## config.mk

```make
export PLATFORM = sky130hd
export DESIGN_NAME = motion_input_debounce_tracker
export DESIGN_NICKNAME = d
export VERILOG_FILES = /design/src/rtl/core/midt_pkg.sv /design/src/rtl/core/midt_lane.sv /design/src/rtl/core/midt_merge.sv /design/src/rtl/core/motion_input_debounce_tracker.sv
export VERILOG_INCLUDE_DIRS = /design/src /design/src/rtl/core
export SDC_FILE = /design/constraint.sdc
export NUM_CORES = 1
export LEC_CHECK = 0
export ABC_AREA = 1
export BUFFER_PORTS_ARGS = -buffer_cell sky130_fd_sc_hd__buf_2
export CAP_MARGIN = 20
export CORE_UTILIZATION = 40
export DETAILED_ROUTE_END_ITERATION = 10
export GPL_ROUTABILITY_DRIVEN = 0
export PLACE_DENSITY = 0.67
export SLEW_MARGIN = 10
export SYNTH_ARGS = -nofsm -noshare
export SYNTH_HDL_FRONTEND = slang
export SYNTH_SLANG_ARGS = --single-unit
```

## constraint.sdc

```tcl
create_clock -name clk -period 4.7 [get_ports clk]
set_clock_uncertainty 0.15 [all_clocks]
set_input_delay 1.41 -clock clk [delete_from_list [all_inputs] [get_ports clk]]
set_output_delay 1.41 -clock clk [all_outputs]
set_load 0.02 [all_outputs]
```

## src/rtl/core/motion_input_debounce_tracker_macros.svh

```systemverilog
// Assertion helpers shared by the motion tracker RTL.
`ifndef MOTION_INPUT_DEBOUNCE_TRACKER_MACROS_SVH
`define MOTION_INPUT_DEBOUNCE_TRACKER_MACROS_SVH

// Same-cycle implication, checked outside reset.
`define MIDT_ASSERT_NOW(label, ante, cons) \
  label: assert property (@(posedge clk) disable iff (!rst_n) (ante) |-> (cons)) \
    else $error("motion tracker check failed (same cycle)");

// Next-cycle implication, checked outside reset.
`define MIDT_ASSERT_NEXT(label, ante, cons) \
  label: assert property (@(posedge clk) disable iff (!rst_n) (ante) |=> (cons)) \
    else $error("motion tracker check failed (next cycle)");

`endif

```

## src/rtl/core/midt_pkg.sv

```systemverilog
`timescale 1ns / 1ps

package midt_pkg;

  localparam int CHANNELS   = 4;
  localparam int TIME_BITS  = 32;

  localparam int RAW_W      = 4;
  localparam int NOW_W      = 32;
  localparam int IDX_W      = 2;
  localparam int MASK_W     = 4;
  localparam int CNT_W      = 4;
  localparam int DUR_W      = 32;
  localparam int TIMEOUT_W  = 32;
  localparam int CFG_IDX_W  = 2;
  localparam int CFG_DATA_W = 32;
  localparam int IN_DATA_W  = 40;
  localparam int OUT_DATA_W = 48;

  localparam logic [MASK_W-1:0] ENABLE_RESET   = 4'hF;
  localparam logic [CNT_W-1:0]  DEBOUNCE_RESET = 4'd3;

  typedef logic [TIME_BITS-1:0] stamp_t;

  typedef enum logic {
    KIND_SAMPLE = 1'b0,
    KIND_QUERY  = 1'b1
  } item_kind_t;

  typedef enum logic [CFG_IDX_W-1:0] {
    REG_ENABLE_MASK    = 2'd0,
    REG_DEBOUNCE_READS = 2'd1,
    REG_MOTION_TIMEOUT = 2'd2
  } cfg_reg_t;

  // Per-lane command for the accepted item.
  typedef struct packed {
    logic   sample;
    logic   query_hit;
    logic   raw_level;
    stamp_t now;
  } lane_cmd_t;

  // Stored state of one lane, as seen before the current item.
  typedef struct packed {
    logic   level;
    logic   rising;
    stamp_t start;
    stamp_t last;
  } lane_state_t;

  // What a lane found for the current sample.
  typedef struct packed {
    logic changed;
    logic mask_bit;
  } lane_flag_t;

  typedef struct packed {
    logic              any_changed;
    logic [MASK_W-1:0] motion_mask;
    logic              any_motion;
    logic              channel_motion;
    logic              channel_rising;
    logic [DUR_W-1:0]  motion_duration_ms;
    logic              timed_out;
  } result_t;

endpackage

```

## src/rtl/core/midt_lane.sv

```systemverilog
`timescale 1ns / 1ps

module midt_lane (
  input  logic                           clk,
  input  logic                           rst_n,
  input  midt_pkg::lane_cmd_t            cmd,
  input  logic                           enable,
  input  logic [midt_pkg::CNT_W-1:0]     need,
  output midt_pkg::lane_state_t          state,
  output midt_pkg::lane_flag_t           flag
);
  import midt_pkg::*;

  logic             level_r, level_nxt;
  logic             rising_r, rising_nxt;
  logic [CNT_W-1:0] cnt_r, cnt_nxt;
  stamp_t           start_r, start_nxt;
  stamp_t           last_r, last_nxt;
  logic [CNT_W-1:0] cnt_step;
  logic             level_new;

  always_comb begin
    level_nxt  = level_r;
    rising_nxt = rising_r;
    cnt_nxt    = cnt_r;
    start_nxt  = start_r;
    last_nxt   = last_r;
    flag       = '0;
    cnt_step   = '0;
    level_new  = level_r;
    if (cmd.sample && enable) begin
      cnt_step = (cmd.raw_level != level_r) ? cnt_r + CNT_W'(1) : '0;
      if (cnt_step >= need) begin
        // A rise opens a new motion episode.
        if (cmd.raw_level && !level_r) begin
          rising_nxt = 1'b1;
          start_nxt  = cmd.now;
        end
        level_new    = cmd.raw_level;
        cnt_step     = '0;
        flag.changed = 1'b1;
      end
      cnt_nxt   = cnt_step;
      level_nxt = level_new;
      if (level_new) begin
        last_nxt = cmd.now;
      end
      flag.mask_bit = level_new;
    end else if (cmd.query_hit) begin
      rising_nxt = 1'b0;
    end
  end

  always_ff @(posedge clk) begin
    if (!rst_n) begin
      level_r  <= 1'b0;
      rising_r <= 1'b0;
      cnt_r    <= '0;
      start_r  <= '0;
      last_r   <= '0;
    end else begin
      level_r  <= level_nxt;
      rising_r <= rising_nxt;
      cnt_r    <= cnt_nxt;
      start_r  <= start_nxt;
      last_r   <= last_nxt;
    end
  end

  assign state.level  = level_r;
  assign state.rising = rising_r;
  assign state.start  = start_r;
  assign state.last   = last_r;

endmodule

```

## src/rtl/core/midt_merge.sv

```systemverilog
`timescale 1ns / 1ps

module midt_merge (
  input  logic                                            clk,
  input  logic                                            rst_n,
  input  logic                                            acc,
  input  midt_pkg::item_kind_t                            kind,
  input  logic [midt_pkg::IDX_W-1:0]                      sensor_index,
  input  midt_pkg::stamp_t                                now,
  input  logic [midt_pkg::TIMEOUT_W-1:0]                  timeout,
  input  midt_pkg::lane_state_t [midt_pkg::CHANNELS-1:0]  lane_state,
  input  midt_pkg::lane_flag_t  [midt_pkg::CHANNELS-1:0]  lane_flag,
  output midt_pkg::result_t                               res
);
  import midt_pkg::*;

  logic [MASK_W-1:0]   mask_r, mask_nxt;
  logic [CHANNELS-1:0] mask_vec;
  logic [CHANNELS-1:0] changed_vec;
  logic [MASK_W-1:0]   new_mask;
  lane_state_t         sel;
  logic                hit;
  stamp_t              diff_start;
  stamp_t              diff_last;

  always_comb begin
    sel = '0;
    for (int i = 0; i < CHANNELS; i++) begin
      mask_vec[i]    = lane_flag[i].mask_bit;
      changed_vec[i] = lane_flag[i].changed;
      if (int'(sensor_index) == i) begin
        sel = lane_state[i];
      end
    end
  end

  assign hit        = int'(sensor_index) < CHANNELS;
  assign new_mask   = MASK_W'(mask_vec);
  assign diff_start = now - sel.start;
  assign diff_last  = now - sel.last;
  assign mask_nxt   = (acc && kind == KIND_SAMPLE) ? new_mask : mask_r;

  always_comb begin
    res = '0;
    if (kind == KIND_SAMPLE) begin
      res.any_changed = |changed_vec;
      res.motion_mask = new_mask;
    end else begin
      res.motion_mask = mask_r;
      if (hit) begin
        res.channel_motion = sel.level;
        res.channel_rising = sel.rising;
        if (sel.level) begin
          res.motion_duration_ms = DUR_W'(diff_start);
        end else begin
          res.timed_out = 64'(diff_last) >= 64'(timeout);
        end
      end else begin
        res.timed_out = 1'b1;
      end
    end
    res.any_motion = |res.motion_mask;
  end

  always_ff @(posedge clk) begin
    if (!rst_n) begin
      mask_r <= '0;
    end else begin
      mask_r <= mask_nxt;
    end
  end

endmodule

```

## src/rtl/core/motion_input_debounce_tracker.sv

```systemverilog
`timescale 1ns / 1ps
`include "motion_input_debounce_tracker_macros.svh"
// Debounce and motion tracking for four motion-sensor inputs.
// Input channel (in_*): each request is a sample (in_tuser = 0) carrying the raw
// pin levels and the current millisecond time, or a query (in_tuser = 1) naming
// one channel. Every request produces exactly one result request on out_*.
// Configuration channel (cfg_*): enable mask, debounce count and idle timeout.
// It is always ready; write it only while no requests are in flight.
// Results are registered in the output register, or in the skid register
// while the receiver stalls. Throughput: one request per cycle unless the skid
// register is full. Each sensor has its own lane that updates its counter,
// level and time stamps; a merge stage builds the result in the accepting cycle.
// Stalls: results sit in an output register backed by a one-entry skid
// register, so a request is still accepted in the cycle the receiver first
// stalls; in_tready drops only once the skid register holds a result.
// Reset: synchronous, active low. All lane state clears, the enable mask
// returns to all channels, the debounce count to three and the timeout to
// zero. No clearing pass is needed after reset.
module motion_input_debounce_tracker (
  input  logic                                  clk,
  input  logic                                  rst_n,
  input  logic                                  in_tvalid,
  output logic                                  in_tready,
  // [3:0] raw_levels, [35:4] now_ms, [37:36] sensor_index, [39:38] zero
  input  logic [midt_pkg::IN_DATA_W-1:0]        in_tdata,
  // [0] kind
  input  logic                                  in_tuser,
  output logic                                  out_tvalid,
  input  logic                                  out_tready,
  // [0] any_changed, [4:1] motion_mask, [5] any_motion, [6] channel_motion,
  // [7] channel_rising, [39:8] motion_duration_ms, [40] timed_out, [47:41] zero
  output logic [midt_pkg::OUT_DATA_W-1:0]       out_tdata,
  input  logic                                  cfg_valid,
  output logic                                  cfg_ready,
  input  logic [midt_pkg::CFG_IDX_W-1:0]        cfg_index,
  input  logic [midt_pkg::CFG_DATA_W-1:0]       cfg_data
);
  import midt_pkg::*;

  // Configuration registers.
  logic [MASK_W-1:0]    enable_r;
  logic [CNT_W-1:0]     debounce_r;
  logic [TIMEOUT_W-1:0] timeout_r;
  logic [CNT_W-1:0]     need;

  // Unpacked request fields.
  logic [RAW_W-1:0]     raw_levels;
  logic [NOW_W-1:0]     now_ms;
  logic [IDX_W-1:0]     sensor_index;
  item_kind_t           kind;
  stamp_t               now_t;
  logic [CHANNELS-1:0]  raw_ext;
  logic [CHANNELS-1:0]  enable_ext;
  logic                 acc;

  lane_cmd_t   [CHANNELS-1:0] lane_cmd;
  lane_state_t [CHANNELS-1:0] lane_state;
  lane_flag_t  [CHANNELS-1:0] lane_flag;
  logic        [CHANNELS-1:0] query_hit;
  logic        [CHANNELS-1:0] rising_vec;
  result_t                    res;

  // Output register and skid register.
  logic                  out_valid_r, out_valid_nxt;
  logic [OUT_DATA_W-1:0] out_data_r, out_data_nxt;
  logic                  skid_valid_r, skid_valid_nxt;
  logic [OUT_DATA_W-1:0] skid_data_r, skid_data_nxt;
  logic [OUT_DATA_W-1:0] res_data;

  assign raw_levels   = in_tdata[3:0];
  assign now_ms       = in_tdata[35:4];
  assign sensor_index = in_tdata[37:36];
  assign kind         = item_kind_t'(in_tuser);
  assign now_t        = TIME_BITS'(now_ms);
  assign raw_ext      = CHANNELS'(raw_levels);
  assign enable_ext   = CHANNELS'(enable_r);

  assign in_tready = !skid_valid_r;
  assign acc       = in_tvalid && in_tready;

  // A debounce count of zero behaves like one.
  assign need = (debounce_r == '0) ? CNT_W'(1) : debounce_r;

  assign cfg_ready = 1'b1;

  always_ff @(posedge clk) begin
    if (!rst_n) begin
      enable_r   <= ENABLE_RESET;
      debounce_r <= DEBOUNCE_RESET;
      timeout_r  <= '0;
    end else if (cfg_valid && cfg_ready) begin
      unique case (cfg_index)
        REG_ENABLE_MASK:    enable_r   <= cfg_data[MASK_W-1:0];
        REG_DEBOUNCE_READS: debounce_r <= cfg_data[CNT_W-1:0];
        REG_MOTION_TIMEOUT: timeout_r  <= cfg_data[TIMEOUT_W-1:0];
        default: begin
          // Writes to unused indexes are dropped.
        end
      endcase
    end
  end

  // Fan the accepted request out to the lanes.
  always_comb begin
    for (int i = 0; i < CHANNELS; i++) begin
      query_hit[i]          = acc && kind == KIND_QUERY && int'(sensor_index) == i;
      lane_cmd[i].sample    = acc && kind == KIND_SAMPLE;
      lane_cmd[i].query_hit = query_hit[i];
      lane_cmd[i].raw_level = raw_ext[i];
      lane_cmd[i].now       = now_t;
      rising_vec[i]         = lane_state[i].rising;
    end
  end

  for (genvar g = 0; g < CHANNELS; g++) begin : g_lane
    midt_lane u_lane (
      .clk    (clk),
      .rst_n  (rst_n),
      .cmd    (lane_cmd[g]),
      .enable (enable_ext[g]),
      .need   (need),
      .state  (lane_state[g]),
      .flag   (lane_flag[g])
    );
  end

  midt_merge u_merge (
    .clk          (clk),
    .rst_n        (rst_n),
    .acc          (acc),
    .kind         (kind),
    .sensor_index (sensor_index),
    .now          (now_t),
    .timeout      (timeout_r),
    .lane_state   (lane_state),
    .lane_flag    (lane_flag),
    .res          (res)
  );

  assign res_data = {7'd0, res.timed_out, res.motion_duration_ms, res.channel_rising,
                     res.channel_motion, res.any_motion, res.motion_mask, res.any_changed};

  // The output register drains first; the skid register only catches the
  // request accepted in the cycle the receiver stalls with a full output.
  always_comb begin
    out_valid_nxt  = out_valid_r;
    out_data_nxt   = out_data_r;
    skid_valid_nxt = skid_valid_r;
    skid_data_nxt  = skid_data_r;
    if (out_tready || !out_valid_r) begin
      if (skid_valid_r) begin
        out_valid_nxt  = 1'b1;
        out_data_nxt   = skid_data_r;
        skid_valid_nxt = 1'b0;
      end else begin
        out_valid_nxt = acc;
        if (acc) begin
          out_data_nxt = res_data;
        end
      end
    end else if (acc) begin
      skid_valid_nxt = 1'b1;
      skid_data_nxt  = res_data;
    end
  end

  always_ff @(posedge clk) begin
    if (!rst_n) begin
      out_valid_r  <= 1'b0;
      skid_valid_r <= 1'b0;
    end else begin
      out_valid_r  <= out_valid_nxt;
      skid_valid_r <= skid_valid_nxt;
    end
  end

  always_ff @(posedge clk) begin
    out_data_r  <= out_data_nxt;
    skid_data_r <= skid_data_nxt;
  end

  assign out_tvalid = out_valid_r;
  assign out_tdata  = out_data_r;

  // A filled skid register always sits behind a filled output register.
  `MIDT_ASSERT_NOW(a_skid_behind_out, skid_valid_r, out_valid_r)
  // An accepted request always leaves a valid result in the output register in the next cycle.
  `MIDT_ASSERT_NEXT(a_accept_gives_result, acc, out_valid_r)
  // A query clears the rising latch of the channel it names.
  `MIDT_ASSERT_NEXT(a_query_clears_rising, |query_hit,
                    (rising_vec & $past(query_hit)) == '0)
  // The any-motion flag of a delivered result agrees with its motion mask.
  `MIDT_ASSERT_NOW(a_any_motion_match, out_valid_r,
                   out_data_r[5] == (out_data_r[4:1] != '0))

endmodule

```

==> flow_metrics.py, run 1 <==
metrics = {
    "status": {
        "status": "complete, no violations",
    },
    "detailed_routing": {
        "drc_errors": 0,
        "drtAntennaViolNets": 0,
        "dr.pass1.iters": 7,
        "highest_layer": "met4",
        "first_iter_violations": 1442,
        "route.met3.wl_microns": 3233,
        "routedWlPerCell_microns": 16.37,
        "met1_length_microns": 29010,
        "dr_wl_met2_microns": 29940,
        "routed_wirelength_microns": 64150,
        "vias_per_cell": 5.157,
        "dr_total_vias": 20216,
    },
    "synth": {
        "synth_top_family_by_area": "compound AO/OA/AOI/OAI gates",
        "synthXorXnorAreaFrac_pct": 1.247,
        "yosys-top-cells-area": "dfxtp_1 (30%), edfxtp_1 (11%), a21oi_1 (9.6%)",
        "synth_edf_count": 82,
        "synth-simple-area-share_pct": 16.97,
        "synthMuxAreaShare_pct": 0,
        "synthArstFlopShare_pct": 0,
        "synth.avg_cell_area_sq_um": 7.377,
        "synthAdderAreaFrac_pct": 6.964,
        "ys_ff_latch": 408,
        "ys_seq_area_share_pct": 41.28,
        "yosysTopAreaCellShare_pct": 29.97,
        "synthCells": 2952,
        "synth_ff_type": "dfxtp_1",
        "syn_area_sq_um": 21780,
        "synth.distinct_cells": 47,
        "synth-compound-area-share_pct": 22.37,
        "ys.warnings.count": 0,
        "synth_top_area_cell": "dfxtp_1",
    },
    "hold_path": {
        "hp-class": "register to register",
    },
    "cells_and_area": {
        "nNetsFinal": 3388,
        "utilization_pct": 48.62,
        "drive_above_1_share_pct": 15.48,
        "final_cells": 3920,
        "area_growth_pct": 20.16,
    },
    "global_route": {
        "grt_pass1_wl_microns": 100600,
        "overflow": 0,
        "antenna_found_initial": 0,
        "grt_util_all_layers_pct": 22.60,
        "first_global_vias": 18504,
        "grt_max_degree": 205,
    },
    "floorplanning": {
        "pin_count": 131,
        "core_area_sq_um": 53810,
        "num_rows": 85,
        "die_h_microns": 235.3,
        "die_w_microns": 235.3,
        "start_util_pct": 40.47,
        "die-area_sq_um": 55380,
    },
    "power": {
        "ir_drop_mv": 0.3203,
        "p_comb_share_pct": 22.7,
        "internal_power_mw": 6.685,
        "power.density_nw_per_um2": 365.1,
        "p_sw_share_pct": 30.01,
        "p_sw_mw": 2.867,
        "p_clk_share_pct": 37.0,
        "power_frac_seq_pct": 40.3,
        "p_leak_nw": 11.20,
    },
    "sta": {
        "min_period_ps": 4688,
        "max_freq_mhz": 213.3,
        "report.final.slew_viol_count": 0,
        "tightest_slew_ps": 882.9,
        "relSlewSlack_pct": 41.14,
        "finalHoldViolCount": 0,
        "fin_crit_sh_pct": 99.73,
        "whs_ps": 293.0,
        "rsz0062_at_grt": "yes",
        "finalWorstSetupSlack_ps": 12.47,
        "setup_violations": 0,
    },
    "clocking": {
        "cts_tree": "done",
        "root_buffer": "clkbuf_16",
        "hold_buffers": 0,
        "cts_buffer_depth": 3,
        "clkTransAtPathRegs_ps": 60,
        "cts_max_level": 2,
        "clock-sinks": 408,
        "cts_buffers": 45,
        "clk_latency_ps": 580,
    },
    "critical_path": {
        "start_kind": "input port",
        "end_kind": "register",
        "critPathKind": "input port to register",
        "crit_fanout": 14,
        "cp_data_required_time_ps": 4890,
        "worstPathArrival_ps": 4880,
    },
    "place": {
        "dpl_worst_slack_ps": -745.4,
        "port_buffers": 120,
        "post-dp-hpwl_microns": 45620,
        "placed_cells": 3833,
    },
    "run": {
        "maxCapViolations": 0,
    },
}
-- metal layers --
metal / track usage (%) / vias up
met1: 29.96 / 9266
met5: 0 / -
li1: - / 10331
met4: 7.665 / 0
met3: 2.861 / 99
met2: 37.90 / 520
-- stage by stage --
step	power [mW]	setup TNS, ps	cell area (sq um)
finish	9.552	0	26170
global route	10.01	-167.0	26160
CTS	9.547	0	25910
floorplan	5.200	0	21840
global placement	5.968	-1435	24420
detailed placement	5.998	-1536	24420
-- cell type report --
class	instances	area, sq um
Antenna cell	1	2.502
Clock buffer	72	1341
Clock inverter	10	125.1
Fill cell	5261	27650
Inverter	463	1743
Multi-Input combinational cell	1933	10640
Sequential cell	408	8989
Tap cell	696	870.8
Timing Repair Buffer	337	2457
-- power groups by stage --
stage / Sequential [mW] / Combinational, mW / Clock [mW]
after global routing: 3.87 / 2.40 / 3.75
final: 3.85 / 2.17 / 3.53
after floorplan: 3.95 / 1.25 / 0
after detailed placement: 3.92 / 2.08 / 0
after global placement: 3.92 / 2.05 / 0
after CTS: 3.85 / 2.09 / 3.60
-- layout by cell type, fill, tap and decap left out, types with 115 or more instances in the layout --
cell type,n
ha_1,116
dfxtp_1,326
a21oi_1,404
nand3_1,123
o21ai_0,294
nor2_1,115
inv_1,451
nand2_1,524
buf_2,119
buf_4,199
-- synthesized netlist by cell type, types with 33 or more instances --
master    count
a21oi_1     416
o22ai_1      94
clkbuf_1     97
nor2_1      125
dfxtp_1     326
o21ai_0     302
buf_2        33
nand2_1     536
ha_1        118
edfxtp_1     82
nand3_1     126
inv_1       453
-- sequential cells by signal (all words and copies together) (netlist names) --
register                cells
g_lane.u_lane.last_r      128
g_lane.u_lane.start_r     128
g_lane.u_lane.level_r       4
enable_ext                  4
skid_valid_r                1
g_lane.u_lane.rising_r      4
timeout_r                  32
g_lane.u_lane.cnt_r        16
u_merge.mask_r              4
out_tdata                  41
out_tvalid                  1
skid_data_r                41
debounce_r                  4
-- worst max-delay path, stage by stage --
cell and delay, ps:
buf_2 130, buf_4 160, nand2_2 100, inv_1 90
buf_12 160, a221oi_1 330, ha_1 320, nand2_1 120
inv_1 50, nand2_1 50, nand2_1 50, a21oi_2 200
o21bai_1 180, a21oi_1 190, xnor2_1 150, ha_1 280
a21oi_1 120, o21ai_0 100, nand2_1 70, nand3_1 80
a21oi_2 120, buf_4 160, nand2_1 70, nand3_1 80
nand2_1 50
-- what timing repair did --
item | CTS | global route
resized for setup | 7 | 56
pin swaps | 3 | 12
cloned | 0 | 1
setup buffers | 0 | 2
endpoints found under the setup margin | 2 | 2
-- final timing paths --
path	startpoint	end	slack (ps)	cells past startpoint
worst max-delay path	in_tdata[37]	out_tdata[40]	10	25
worst min-delay path	g_lane[1].u_lane.last_r[31]	g_lane[1].u_lane.last_r[31]	290	2
worst max register to register	g_lane[1].u_lane.last_r[15]	out_tdata[40]	1080	21
worst min register to register	g_lane[1].u_lane.last_r[31]	g_lane[1].u_lane.last_r[31]	290	2
-- logic make-up (layout without fill, tap and decap cells) --
| group | count (synthesis) | after routing |
|---|---|---|
| AOI/OAI and AO/OA | 901 | 901 |
| and+or+nand+nor | 873 | 873 |
| buffers and inverters | 617 | 882 |
| DFF | 408 | 408 |
| adders and majority gates | 120 | 120 |
| xor gates and xnor gates | 31 | 31 |
| other | 2 | 9 |
(Power assumes the default switching activity.)
==> run 2, diff against run 1 <==
--- a/config.mk
+++ b/config.mk
@@ -12,7 +12,7 @@
 export CORE_UTILIZATION = 40
 export DETAILED_ROUTE_END_ITERATION = 10
 export GPL_ROUTABILITY_DRIVEN = 0
-export PLACE_DENSITY = 0.67
+export PLACE_DENSITY = 0.69
 export SLEW_MARGIN = 10
 export SYNTH_ARGS = -nofsm -noshare
 export SYNTH_HDL_FRONTEND = slang
==> flow_metrics.py, run 2 (synthesis results as in run 1) <==
metrics = {
    "status": {
        "status": "complete, no violations",
    },
    "clocking": {
        "cts_buffers": 45,
        "cts_max_level": 2,
        "clock-sinks": 408,
        "clk_latency_ps": 600,
        "cts_tree": "done",
        "root_buffer": "clkbuf_16",
        "cts_buffer_depth": 3,
        "hold_buffers": 0,
        "clkTransAtPathRegs_ps": 60,
    },
    "critical_path": {
        "max_stage_delay_ps": 270,
        "critPathKind": "input port to register",
        "crit_fanout": 12,
        "cp_data_required_time_ps": 4890,
        "crit_family": "compound AO/OA/AOI/OAI gates",
        "cpMaxStageDelayCell": "ha_1",
        "worstPathArrival_ps": 4830,
        "end_kind": "register",
        "path_common_cell": "nand2_1",
        "crit_buf_inv": 8,
        "start_kind": "input port",
    },
    "power": {
        "p_clk_share_pct": 37.0,
        "power.density_nw_per_um2": 362.9,
        "power_frac_seq_pct": 39.3,
        "p_sw_mw": 2.973,
        "p_sw_share_pct": 30.33,
        "ir_drop_mv": 0.2770,
        "p_leak_nw": 11.43,
        "internal_power_mw": 6.827,
        "p_comb_share_pct": 23.7,
    },
    "cells_and_area": {
        "post-route-cell-area_sq_um": 27000,
        "layout.cells.most_common": "nand2_1",
        "final_cells": 3941,
        "drive_above_1_share_pct": 18.94,
        "most-common-layout-cells": "nand2_1 (513), inv_1 (448), a21oi_1 (386)",
        "num-fill-cells": 5133,
        "area_growth_pct": 24.01,
        "reg_top3": "g_lane.u_lane.last_r x128, g_lane.u_lane.start_r x128",
        "nNetsFinal": 3408,
    },
    "sta": {
        "relSlewSlack_pct": 46.58,
        "fin_crit_sh_pct": 98.89,
        "tightest_slew_ps": 795.2,
        "finalHoldViolCount": 0,
        "whs_ps": 290.5,
        "min_period_ps": 4648,
        "max_freq_mhz": 215.2,
        "report.final.slew_viol_count": 0,
        "setup_violations": 0,
    },
    "global_route": {
        "overflow": 0,
        "first_global_vias": 18840,
        "antenna_found_initial": 5,
        "grt_pass1_wl_microns": 100500,
        "grt_max_degree": 176,
        "grt_util_all_layers_pct": 22.44,
    },
    "detailed_routing": {
        "routed_wirelength_microns": 65520,
        "drc_errors": 0,
        "highest_layer": "met5",
        "dr_wl_met2_microns": 30240,
        "met1_length_microns": 28770,
        "dr_total_vias": 20656,
        "vias_per_cell": 5.241,
        "first_iter_violations": 1517,
        "routedWlPerCell_microns": 16.62,
        "route.met3.wl_microns": 3913,
        "dr.pass1.iters": 6,
        "drtAntennaViolNets": 0,
    },
    "floorplanning": {
        "pin_count": 131,
        "die_h_microns": 235.3,
        "num_rows": 85,
        "die-area_sq_um": 55380,
        "start_util_pct": 40.47,
        "core_area_sq_um": 53810,
        "die_w_microns": 235.3,
    },
    "hold_path": {
        "hp-class": "register to register",
    },
    "place": {
        "placed_area_sq_um": 24360,
        "post-dp-hpwl_microns": 45630,
        "placed_cells": 3828,
        "port_buffers": 120,
    },
    "run": {
        "maxCapViolations": 0,
    },
}
[run 2: cell types whose count changed in the layout (fill, tap and decap cells not counted), moves of 7 or more]
cell / delta
a21oi_1: -18
a21oi_2: +15
a221oi_1: -7
buf_4: +15
clkbuf_1: -10
clkinv_2: +9
ha_1: -18
ha_4: +15
nand2_1: -11
nand2_2: +7
nor2_1: -12
nor2_2: +9
o21ai_0: -12
o22ai_1: -7
[run 2: area by class of cell]
class	instances	area (sq um)	area share, %
clock buffers	58	1269	4.698
inverters	463	1745	6.464
flip-flops and latches	408	8989	33.29
multi-input cells	1933	11220	41.56
well taps	696	870.8	3.225
clock inverters	22	234.0	0.8665
repair buffers	357	2664	9.865
diodes	4	10.01	0.03707
[run 2: worst reg2reg max path: stages, from the launching register on]
cell and delay, ps:
dfxtp_1 310, inv_1 50, o22ai_1 230, o22ai_2 120, ha_2 400, nand2_1 170
nor2_2 170, a21o_1 210, nand2_1 80, nand2_2 90, nand2_2 80, nand2_1 70
nand2_1 40, nand2_1 50, inv_1 60, ha_1 270, nand2_1 60, nor2_2 140
nand2_2 90, nor4_4 280, nand2_2 160, nand2_1 100, nand3_1 60, nand2_1 80
[run 2: power groups by stage]
stage / clock, mW / combinational [mW] / sequential (mW)
after global routing: 3.81 / 2.55 / 3.87
after floorplan: 0 / 1.25 / 3.95
after CTS: 3.67 / 2.08 / 3.85
after detailed placement: 0 / 2.06 / 3.92
after global placement: 0 / 2.03 / 3.92
final: 3.62 / 2.32 / 3.86
[run 2: through the flow]
stage | util (%) | power (mW) | setup WS [ps] | setup TNS [ps]
detailed placement | 45.27 | 5.982 | -640.6 | -1722
global route | 50.17 | 10.23 | -77.72 | -119.3
CTS | 48.11 | 9.596 | 11.39 | 0
floorplan | - | 5.200 | 4.511 | 0
global placement | 45.27 | 5.949 | -608.1 | -1596
finish | 50.18 | 9.800 | 52.14 | 0
[run 2: path summary, 6_finish.rpt]
kind / startpoint / to / slack (ps) / cells past startpoint
setup reg to reg: g_lane[1].u_lane.last_r[7] / out_tdata[40] / 1070 / 23
setup / recovery: in_tdata[37] / out_tdata[40] / 50 / 25
hold reg to reg: g_lane[1].u_lane.last_r[26] / g_lane[1].u_lane.last_r[26] / 290 / 2
hold / removal: g_lane[1].u_lane.last_r[26] / g_lane[1].u_lane.last_r[26] / 290 / 2
[run 2: metal layers]
| layer | track usage [%] | up-vias |
|---|---|---|
| li1 | - | 10369 |
| met3 | 3.389 | 132 |
| met4 | 10.38 | 2 |
| met2 | 36.46 | 638 |
| met5 | 0 | - |
| met1 | 29.34 | 9515 |
[run 2: repair_timing]
action,in CTS,in global routing
buffers inserted,1,26
resized for setup,7,185
hold endpoints to repair,0,0
endpoints found under the setup margin,2,2
gates cloned,0,1
pin swaps,1,62
==> run 3, diff against run 2 <==
--- a/config.mk
+++ b/config.mk
@@ -12,7 +12,8 @@
 export CORE_UTILIZATION = 40
 export DETAILED_ROUTE_END_ITERATION = 10
 export GPL_ROUTABILITY_DRIVEN = 0
-export PLACE_DENSITY = 0.69
+export PLACE_DENSITY = 0.67
+export REMOVE_ABC_BUFFERS = 1
 export SLEW_MARGIN = 10
 export SYNTH_ARGS = -nofsm -noshare
 export SYNTH_HDL_FRONTEND = slang
==> constraint.sdc (replaced) <==
create_clock -name clk -period 5.8 [get_ports clk]
set_clock_uncertainty 0.15 [all_clocks]
set_input_delay 1.74 -clock clk [delete_from_list [all_inputs] [get_ports clk]]
set_output_delay 1.74 -clock clk [all_outputs]
set_load 0.02 [all_outputs]
==> flow_metrics.py, run 3 (synthesis results as in run 1) <==
metrics = {
    "cells_and_area": {
        "reg_top3": "g_lane.u_lane.last_r x128, g_lane.u_lane.start_r x128",
        "layout.cells.most_common": "nand2_1",
        "drive_above_1_share_pct": 12.18,
        "nNetsFinal": 3319,
        "register_area_sq_um": 8989,
        "area_growth_pct": 16.38,
        "most-common-layout-cells": "nand2_1 (534), inv_1 (452), a21oi_1 (416)",
        "multiInputGateArea_sq_um": 10420,
        "num-fill-cells": 5378,
        "final_cells": 3854,
    },
    "global_route": {
        "grt_pass1_wl_microns": 98430,
        "overflow": 0,
        "first_global_vias": 18434,
        "antenna_found_initial": 11,
        "grt_max_degree": 184,
        "grt_util_all_layers_pct": 21.93,
    },
    "clocking": {
        "root_buffer": "clkbuf_16",
        "cts_buffers": 45,
        "clock-sinks": 408,
        "cts_tree": "done",
        "clk_latency_ps": 580,
        "cts_max_level": 2,
        "post-cts-setup-buffers": 0,
        "hold_buffers": 0,
        "cts_buffer_depth": 3,
        "cts_resized": 0,
        "clkTransAtPathRegs_ps": 60,
    },
    "critical_path": {
        "max_stage_delay_ps": 420,
        "end_kind": "register",
        "cp_data_required_time_ps": 6070,
        "crit_fanout": 7,
        "critPathKind": "input port to register",
        "worstPathArrival_ps": 5580,
        "crit_family": "simple AND/OR/NAND/NOR gates",
        "cpMaxStageDelayCell": "fa_1",
        "crit_buf_inv": 6,
        "path_common_cell": "nand2_1",
        "start_kind": "input port",
    },
    "floorplanning": {
        "die_h_microns": 235.3,
        "num_rows": 85,
        "core_area_sq_um": 53810,
        "start_util_pct": 40.47,
        "die_w_microns": 235.3,
        "pin_count": 131,
        "die-area_sq_um": 55380,
    },
    "detailed_routing": {
        "dr.pass1.iters": 6,
        "routed_wirelength_microns": 61150,
        "vias_per_cell": 5.142,
        "first_iter_violations": 1563,
        "drtAntennaViolNets": 0,
        "routedWlPerCell_microns": 15.87,
        "dr_total_vias": 19816,
        "drc_errors": 0,
    },
    "status": {
        "status": "complete, no violations",
    },
    "sta": {
        "fin_crit_sh_pct": 91.54,
        "report.final.slew_viol_count": 0,
        "finalHoldViolCount": 0,
        "relSlewSlack_pct": 36.64,
        "rsz0062_at_grt": "no",
        "min_period_ps": 5309,
        "setup_violations": 0,
        "max_freq_mhz": 188.4,
        "whs_ps": 291.7,
        "tightest_slew_ps": 948.1,
    },
    "power": {
        "p_comb_share_pct": 21.0,
        "internal_power_mw": 5.379,
        "p_sw_mw": 2.248,
        "p_leak_nw": 10.79,
        "power.density_nw_per_um2": 301.0,
        "p_sw_share_pct": 29.48,
        "power_frac_seq_pct": 40.9,
        "p_clk_share_pct": 38.1,
        "ir_drop_mv": 0.1853,
    },
    "place": {
        "placed_cells": 3767,
        "post-dp-hpwl_microns": 42940,
        "port_buffers": 120,
    },
    "hold_path": {
        "hp-class": "register to register",
    },
    "run": {
        "maxCapViolations": 0,
    },
}
run 3: cell count changes in the layout (fill, tap and decap cells not counted), sizes merged:
cell,previous run,this run
buf,356,268
clkbuf,59,67
clkinv,12,10
clkinvlp,3,1
inv,466,464
bufinv,4,3
run 3: stage by stage:
step                      utilization [%]  setup WS [ps]  total power, mW  setup TNS, ps  cell area (sq um)
after floorplan                         -         -627.1            4.157          -1177              21110
after global placement              44.25         -50.91            4.746         -59.34              23810
after detailed placement            44.25         -72.62            4.770         -144.5              23810
after CTS                           47.04          539.4            7.679              0              25310
after global routing                47.08          108.2            8.017              0              25340
final                               47.09          490.9            7.627              0              25340
run 3: worst paths after layout:
| kind | start | end | slack, ps | depth (start not counted) |
|---|---|---|---|---|
| worst max-delay path | in_tdata[37] | skid_data_r[40] | 490 | 26 |
| worst min-delay path | g_lane[1].u_lane.last_r[26] | g_lane[1].u_lane.last_r[26] | 290 | 2 |
| worst max register to register | g_lane[1].u_lane.last_r[0] | skid_data_r[40] | 1950 | 23 |
| worst min register to register | g_lane[1].u_lane.last_r[26] | g_lane[1].u_lane.last_r[26] | 290 | 2 |
run 3: final cells by class:
class / count / share of cell area [%]
Tap cell: 696 / 3.436
Clock buffer: 67 / 5.224
Clock inverter: 15 / 0.6912
Multi-Input combinational cell: 1933 / 41.11
Timing Repair Buffer: 268 / 7.174
Inverter: 463 / 6.858
Sequential cell: 408 / 35.47
Antenna cell: 4 / 0.03950
run 3: power by group through the flow:
stage,clock (mW),combinational [mW],sequential (mW)
detailed placement,0,1.59,3.18
CTS,2.96,1.60,3.12
finish,2.91,1.60,3.12
floorplan,0,0.955,3.20
global placement,0,1.57,3.17
global route,3.08,1.81,3.13
run 3: worst min-delay path, stage by stage (launching register included):
cell,delay [ps]
dfxtp_1,300
inv_1,40
a21oi_1,50
run 3: layer usage:
layer | global-route usage [%] | up-vias | share of wire (%)
met5 | 0 | - | 0.15
met4 | 6.694 | 14 | 2.5
met2 | 36.84 | 535 | 47
li1 | - | 10177 | -
met3 | 3.612 | 105 | 6.1
met1 | 28.79 | 8985 | 44
